File: src/cfce_pkg.sv
// Types, constants, microcode ROM and CRC step for the command frame encoder
package cfce_pkg;

   localparam logic [15:0] CRC_POLY = 16'hA001;

   localparam int STEP_W = 3;

   // byte source select
   localparam logic [2:0] SRC_HDR    = 3'd0;
   localparam logic [2:0] SRC_DEV    = 3'd1;
   localparam logic [2:0] SRC_REG    = 3'd2;
   localparam logic [2:0] SRC_DATA   = 3'd3;
   localparam logic [2:0] SRC_CRC_LO = 3'd4;
   localparam logic [2:0] SRC_CRC_HI = 3'd5;

   // jump conditions
   localparam logic [1:0] JMP_NONE     = 2'd0;
   localparam logic [1:0] JMP_CNT_ZERO = 2'd1;
   localparam logic [1:0] JMP_CNT_MORE = 2'd2;

   typedef struct packed {
      logic [2:0]        src;
      logic              feed;
      logic              shift;
      logic              last;
      logic [1:0]        cond;
      logic [STEP_W-1:0] target;
      logic              fin;
   } cfce_ctrl_type;

   typedef struct packed {
      logic cnt_zero;
      logic cnt_one;
   } cfce_stat_type;

   // microcode: header, device, register, data loop, CRC low, CRC high
   function automatic cfce_ctrl_type cfce_rom(input logic [STEP_W-1:0] step);
      cfce_ctrl_type w;
      w = '0;
      unique case (step)
         3'd0: begin
            w.src  = SRC_HDR;
            w.feed = 1'b1;
         end
         3'd1: begin
            w.src  = SRC_DEV;
            w.feed = 1'b1;
         end
         3'd2: begin
            w.src    = SRC_REG;
            w.feed   = 1'b1;
            w.cond   = JMP_CNT_ZERO;
            w.target = 3'd4;
         end
         3'd3: begin
            w.src    = SRC_DATA;
            w.feed   = 1'b1;
            w.shift  = 1'b1;
            w.cond   = JMP_CNT_MORE;
            w.target = 3'd3;
         end
         3'd4: begin
            w.src = SRC_CRC_LO;
         end
         3'd5: begin
            w.src  = SRC_CRC_HI;
            w.last = 1'b1;
            w.fin  = 1'b1;
         end
         default: begin
            w.fin = 1'b1;
         end
      endcase
      return w;
   endfunction

   // one byte through the reflected CRC, bit by bit
   function automatic logic [15:0] crc_byte(input logic [15:0] crc, input logic [7:0] b);
      logic [15:0] c;
      c = crc ^ {8'h00, b};
      for (int k = 0; k < 8; k++) begin
         if (c[0]) begin
            c = (c >> 1) ^ CRC_POLY;
         end else begin
            c = c >> 1;
         end
      end
      return c;
   endfunction

endpackage

File: src/cfce_seq.sv
// Microcode sequencer: step counter, ROM lookup and conditional jumps
module cfce_seq
   import cfce_pkg::*;
(
   input  logic          clock,
   input  logic          reset,
   input  logic          start,
   input  logic          advance,
   input  cfce_stat_type stat,
   output cfce_ctrl_type ctrl,
   output logic          busy
);

   logic [STEP_W-1:0] step_ff, step_in;
   logic              busy_ff, busy_in;
   logic              take_jump;

   assign ctrl = cfce_rom(step_ff);
   assign busy = busy_ff;

   always_comb begin
      unique case (ctrl.cond)
         JMP_NONE:     take_jump = 1'b0;
         JMP_CNT_ZERO: take_jump = stat.cnt_zero;
         JMP_CNT_MORE: take_jump = !stat.cnt_one;
         default:      take_jump = 1'b0;
      endcase
   end

   always_comb begin
      step_in = step_ff;
      busy_in = busy_ff;
      if (start) begin
         step_in = '0;
         busy_in = 1'b1;
      end else if (advance) begin
         if (ctrl.fin) begin
            busy_in = 1'b0;
         end else if (take_jump) begin
            step_in = ctrl.target;
         end else begin
            step_in = step_ff + STEP_W'(1);
         end
      end
   end

   always_ff @(posedge clock) begin
      if (reset) begin
         step_ff <= '0;
         busy_ff <= 1'b0;
      end else begin
         step_ff <= step_in;
         busy_ff <= busy_in;
      end
   end

endmodule

File: src/command_frame_crc16_encoder_core.sv
// Command frame encoder: serializes a command into bytes with a CRC-16 trailer
// The first byte of an item passes the sequencer step register, then the output register, to rsp_.
// Each item is a frame of 5 + count bytes (5..13), one byte per microcode step;
//   the next item is taken in the cycle the final CRC byte is produced.
// A stalled rsp_ channel holds the sequencer; the output register sits between.
// Reset (synchronous, active high) clears the sequencer and the output valid.
module command_frame_crc16_encoder_core
   import cfce_pkg::*;
#(
   parameter int MAX_PAYLOAD_BYTES = 8
)
(
   input  logic        clock,
   input  logic        reset,
   input  logic        req_valid,
   output logic        req_ready,
   input  logic        req_frame_type,
   input  logic [2:0]  req_request_type,
   input  logic [3:0]  req_data_count,
   input  logic [7:0]  req_device_address,
   input  logic [7:0]  req_register_address,
   input  logic [63:0] req_data_word,
   output logic        rsp_valid,
   input  logic        rsp_ready,
   output logic [7:0]  rsp_frame_byte,
   output logic        rsp_last_byte
);

   localparam logic [3:0] MaxCnt = 4'(MAX_PAYLOAD_BYTES);

   // latched command
   logic [7:0]  hdr_ff;
   logic [7:0]  dev_ff;
   logic [7:0]  reg_ff;
   logic [63:0] pay_ff;
   logic [3:0]  cnt_ff;        // data bytes still to send
   logic [15:0] crc_ff, crc_in;

   // output register
   logic        rsp_valid_ff;
   logic [7:0]  rsp_byte_ff;
   logic        rsp_last_ff;

   cfce_ctrl_type ctrl;
   cfce_stat_type stat;
   logic          busy;
   logic          advance;
   logic          start;
   logic [3:0]    cnt_sat;
   logic [7:0]    cur_byte;

   // sequencer steps only when the output slot is free or being emptied
   assign advance   = busy && (!rsp_valid_ff || rsp_ready);
   assign req_ready = !busy || (advance && ctrl.fin);
   assign start     = req_valid && req_ready;

   assign stat.cnt_zero = (cnt_ff == 4'd0);
   assign stat.cnt_one  = (cnt_ff == 4'd1);

   assign cnt_sat = (req_data_count > MaxCnt) ? MaxCnt : req_data_count;

   cfce_seq u_seq (
      .clock   (clock),
      .reset   (reset),
      .start   (start),
      .advance (advance),
      .stat    (stat),
      .ctrl    (ctrl),
      .busy    (busy)
   );

   // datapath byte mux driven by the control word
   always_comb begin
      case (ctrl.src)
         SRC_HDR:    cur_byte = hdr_ff;
         SRC_DEV:    cur_byte = dev_ff;
         SRC_REG:    cur_byte = reg_ff;
         SRC_DATA:   cur_byte = pay_ff[7:0];
         SRC_CRC_LO: cur_byte = crc_ff[7:0];
         SRC_CRC_HI: cur_byte = crc_ff[15:8];
         default:    cur_byte = 8'h00;
      endcase
   end

   assign crc_in = crc_byte(crc_ff, cur_byte);

   // command latch and running CRC; a new item may load while the last byte leaves
   always_ff @(posedge clock) begin
      if (start) begin
         hdr_ff <= {req_frame_type, req_request_type, cnt_sat};
         dev_ff <= req_device_address;
         reg_ff <= req_register_address;
         pay_ff <= req_data_word;
         cnt_ff <= cnt_sat;
         crc_ff <= 16'h0000;
      end else if (advance) begin
         if (ctrl.feed) begin
            crc_ff <= crc_in;
         end
         if (ctrl.shift) begin
            pay_ff <= pay_ff >> 8;
            cnt_ff <= cnt_ff - 4'd1;
         end
      end
   end

   // output register payload
   always_ff @(posedge clock) begin
      if (advance) begin
         rsp_byte_ff <= cur_byte;
         rsp_last_ff <= ctrl.last;
      end
   end

   // output register valid
   always_ff @(posedge clock) begin
      if (reset) begin
         rsp_valid_ff <= 1'b0;
      end else if (advance) begin
         rsp_valid_ff <= 1'b1;
      end else if (rsp_ready) begin
         rsp_valid_ff <= 1'b0;
      end
   end

   assign rsp_valid      = rsp_valid_ff;
   assign rsp_frame_byte = rsp_byte_ff;
   assign rsp_last_byte  = rsp_last_ff;

endmodule

File: config.mk
export PLATFORM = sky130hd
export DESIGN_NAME = command_frame_crc16_encoder_core
export DESIGN_NICKNAME = d
export VERILOG_FILES = /design/src/cfce_pkg.sv /design/src/cfce_seq.sv /design/src/command_frame_crc16_encoder_core.sv
export SDC_FILE = /design/constraint.sdc
export NUM_CORES = 1
export LEC_CHECK = 0
export BUFFER_PORTS_ARGS = -buffer_cell sky130_fd_sc_hd__buf_4
export CAP_MARGIN = 25
export CORE_ASPECT_RATIO = 0.75
export CORE_MARGIN = 4
export CORE_UTILIZATION = 30
export DETAILED_ROUTE_END_ITERATION = 10
export HOLD_SLACK_MARGIN = 0.05
export PLACE_DENSITY = 0.59
export RECOVER_POWER = 100
export SYNTH_ARGS = -nofsm -noshare
export SYNTH_HDL_FRONTEND = slang
export SYNTH_SLANG_ARGS = --single-unit
File: constraint.sdc
create_clock -name clock -period 3.9 [get_ports clock]
set_input_delay 0.78 -clock clock [delete_from_list [all_inputs] [get_ports clock]]
set_output_delay 0.78 -clock clock [all_outputs]
set_load 0.03 [all_outputs]
==> out/metrics.cfg <==
[run_status]
outcome = finished clean

[worst_setup_path]
cp_max_fo = 8
cp_data_arrival_time_ns = 3.99
critPathKind = flip-flop to flip-flop
critPathSlowestCell = sky130_fd_sc_hd__xnor3_2
crit_path_end_kind = flip-flop
cp_slowest_stage_delay_ns = 0.49
cp_data_required_time_ns = 4.23
critical_path.most_common_cell = sky130_fd_sc_hd__ha_1
critical_path.cell_chain = ha_1 -> ha_1 -> inv_1 -> ha_1 -> nor2_1 -> a32o_1 -> a221o_1 -> mux2i_2 -> xor2_2 -> xnor3_2 -> xor2_1 -> a21oi_1
critPathLaunchType = flip-flop

[yosys]
synth_warnings = 0
gate_count_post_synth = 494
yosys-top-cells-area = sky130_fd_sc_hd__edfxtp_1, sky130_fd_sc_hd__nand2_1, sky130_fd_sc_hd__dfxtp_1
synth-main-ff-cell = sky130_fd_sc_hd__edfxtp_1
yosys.cell_types.count = 42
synthesis.nets = 598
synth_area_leader_cell = sky130_fd_sc_hd__edfxtp_1
synth.ff_latch_count = 122
synth_async_sr_flop_share = 0
post_synth_instance_area_um2 = 5530
synth-edff-count = 101
synth_top_area_share = 0.548
synth-seq-area-share = 0.624
synth.avg_cell_area_um2 = 11.2

[clock_tree]
path_clk_slew_ns = 0.06
tritoncts_buffers = 17
root_buffer = sky130_fd_sc_hd__clkbuf_16
clock_latency_ns = 0.41
cts_tree = done
htree_num_levels = 4
clock_tree.buffer_depth = 2
clock_sinks = 122

[routing]
remaining_drc_errors = 0
drt-wirelength-per-cell_um = 14.9
drt.antenna.violating_nets = 0
dr.pass1.iters = 4
detail_route.wirelength_um = 12700
drt-vias-per-instance = 4.53
drtIter0Drc = 315
detailroute.via_count = 3877

[timing]
finClkSkew_ns = 0.00892
fin_crit_ns = 3.66
worst_margin_slew_ns = 0.881
grt_setup_unrepaired = false
timing.final.hold_violations = 0
fin_hold_ws_ns = 0.495
max-slew-margin-rel = 0.412
min_period_over_period = 0.938
finalMaxSlewViolations = 0
setup_total_negative_slack_ns = 0
setup_slack_ns = 0.242
fmaxAchievable_mhz = 273
setup_viol = 0

[pwr]
power.net_switching_w = 0.00109
power_frac_seq = 0.420
cellPowerDensity_nw_per_um2 = 563
peak_vdd_ir_mv = 0.303
power_report.internal_total_w = 0.00293
comb_power_share = 0.197
power.share.clock = 0.384
power.leakage_nw = 3.00
power_switching_share = 0.271

[grt]
first_global_vias = 4102
global_route.usage.total = 0.128
antenna_found_initial = 0
grt_start_max_net_pins = 69
first_pass_grt_wire_length_um = 20600
grt_overflow = 0

[place]
pre_cts_slack_ns = 0.191
io_buffer_count = 102
gp_congestion = 0.848
dp.final_hpwl_um = 8980

[floorplanning]
die_area_um2 = 20700
die_span_in_x_um = 165
top_level_ports = 103
rows = 42
die_height_um = 126
placeableCoreArea_um2 = 17900
start_util = 0.310

[hold_path]
type_of_the_tightest_min_delay_check = flip-flop to flip-flop

[layout]
antennaDiodeCount = 0
fraction_of_layout_instances_using_a_drive_strength_above_1 = 0.233
synthToLayoutAreaGrowth_pct = 29.1
design.final.nets = 704

[job]
drv_cap = 0

synthesized netlist by cell type (2+ instances only):
master and n:
sky130_fd_sc_hd__nor2b_1 5, sky130_fd_sc_hd__mux2_1 6, sky130_fd_sc_hd__mux2i_1 13, sky130_fd_sc_hd__nand2_1 183
sky130_fd_sc_hd__inv_1 8, sky130_fd_sc_hd__and3_1 8, sky130_fd_sc_hd__a221o_1 8, sky130_fd_sc_hd__mux2_2 2
sky130_fd_sc_hd__a21oi_1 11, sky130_fd_sc_hd__xnor2_1 10, sky130_fd_sc_hd__edfxtp_1 101, sky130_fd_sc_hd__a2111oi_0 2
sky130_fd_sc_hd__ha_1 12, sky130_fd_sc_hd__dfxtp_1 21, sky130_fd_sc_hd__and2_1 3, sky130_fd_sc_hd__o21ai_0 6
sky130_fd_sc_hd__mux2i_2 2, sky130_fd_sc_hd__nor2_1 26, sky130_fd_sc_hd__a32o_1 8, sky130_fd_sc_hd__a21o_1 8
sky130_fd_sc_hd__a211oi_1 6, sky130_fd_sc_hd__xor2_1 4, sky130_fd_sc_hd__clkbuf_1 21, sky130_fd_sc_hd__nand2b_1 2
cells in the final DEF, fill, tap and decap left out, types with 4 or more instances in the layout:
cell type	instances
sky130_fd_sc_hd__a211oi_1	6
sky130_fd_sc_hd__a21o_1	8
sky130_fd_sc_hd__a21oi_1	11
sky130_fd_sc_hd__a221o_1	8
sky130_fd_sc_hd__a32o_1	8
sky130_fd_sc_hd__and3_1	8
sky130_fd_sc_hd__buf_4	74
sky130_fd_sc_hd__clkbuf_1	14
sky130_fd_sc_hd__clkbuf_16	17
sky130_fd_sc_hd__clkbuf_4	21
sky130_fd_sc_hd__clkinv_4	5
sky130_fd_sc_hd__dfxtp_1	21
sky130_fd_sc_hd__edfxtp_1	101
sky130_fd_sc_hd__ha_1	12
sky130_fd_sc_hd__inv_1	7
sky130_fd_sc_hd__mux2_1	6
sky130_fd_sc_hd__mux2i_1	13
sky130_fd_sc_hd__nand2_1	182
sky130_fd_sc_hd__nor2_1	26
sky130_fd_sc_hd__nor2b_1	5
sky130_fd_sc_hd__o21ai_0	6
sky130_fd_sc_hd__xnor2_1	10
sky130_fd_sc_hd__xor2_1	4
critical path: cells and delay by family, from the launching register on:
| family | cells | cell delay [ns] |
|---|---|---|
| compound gates | 3 | 0.61 |
| flops | 1 | 0.44 |
| buf+inv | 1 | 0.07 |
| mux | 1 | 0.33 |
| xor+xnor | 3 | 0.86 |
| fa+ha+maj | 3 | 0.81 |
| simple gates | 1 | 0.45 |
layout make-up:
cell class / instances / area, um^2
flip-flops and latches: 122 / 3450
well taps: 242 / 303
inverters: 9 / 33.8
repair buffers: 112 / 820
clock inverters: 12 / 141
multi-input cells: 338 / 1940
clock buffers: 20 / 447
fillers: 1758 / 10700
repair_timing:
item                       in CTS  in global routing
resized for setup               0                  0
buffers inserted                0                  1
hold buffers                    0                  0
setup endpoints to repair       0                  3
power by group through the flow:
stage	Clock, W	Combinational (W)	Sequential [W]
5_1_grt	0.00164	0.000887	0.00170
2_1_floorplan	0	0.000568	0.00171
3_3_place_gp	0	0.000794	0.00171
4_1_cts	0.00159	0.000816	0.00169
6_report	0.00154	0.000791	0.00169
3_5_place_dp	0	0.000811	0.00171
cell families after synthesis:
family	after synthesis	share of synthesized area
AOI/OAI and AO/OA	55	0.0785
xor gates and xnor gates	16	0.0294
adders and majority gates	12	0.0271
buffers and inverters	34	0.0253
DFF	122	0.624
muxes	24	0.0489
and+or+nand+nor	231	0.166
worst paths after layout:
path | startpoint | to | slack, ns | depth (start not counted)
max | u_seq.step_ff[0] | crc_ff[14] | 0.24 | 12
min | u_seq.busy | rsp_valid | 0.50 | 2
max reg2reg | u_seq.step_ff[0] | crc_ff[14] | 0.24 | 12
min reg2reg | u_seq.busy | rsp_valid | 0.50 | 2
metal layers:
layer / wire [um] / track usage / vias to the layer above / share of wire
li1: - / - / 1930 / -
met3: 953 / 0.0457 / 21 / 0.075
met5: 0 / 0 / - / 0
met2: 5570 / 0.189 / 124 / 0.44
met1: 5940 / 0.173 / 1802 / 0.47
met4: 257 / 0.0455 / 0 / 0.020
metrics by stage:
stage,std cells,power (W),util,cell area (um^2)
finish,855,0.00402,0.400,7140
global route,855,0.00423,0.400,7140
CTS,854,0.00409,0.403,7200
detailed placement,822,0.00252,0.370,6610
global placement,822,0.00250,0.370,6610
floorplan,494,0.00228,-,5530
registers in the layout, summed over array words and instances (netlist names):
name and flops:
cnt_ff 4, crc_ff 16, dev_ff 8, hdr_ff 8, pay_ff 64, reg_ff 8, rsp_frame_byte 8, rsp_last_byte 1
rsp_valid 1, u_seq.busy 1, u_seq.step_ff 3
Power figures use the tool's default switching activity.
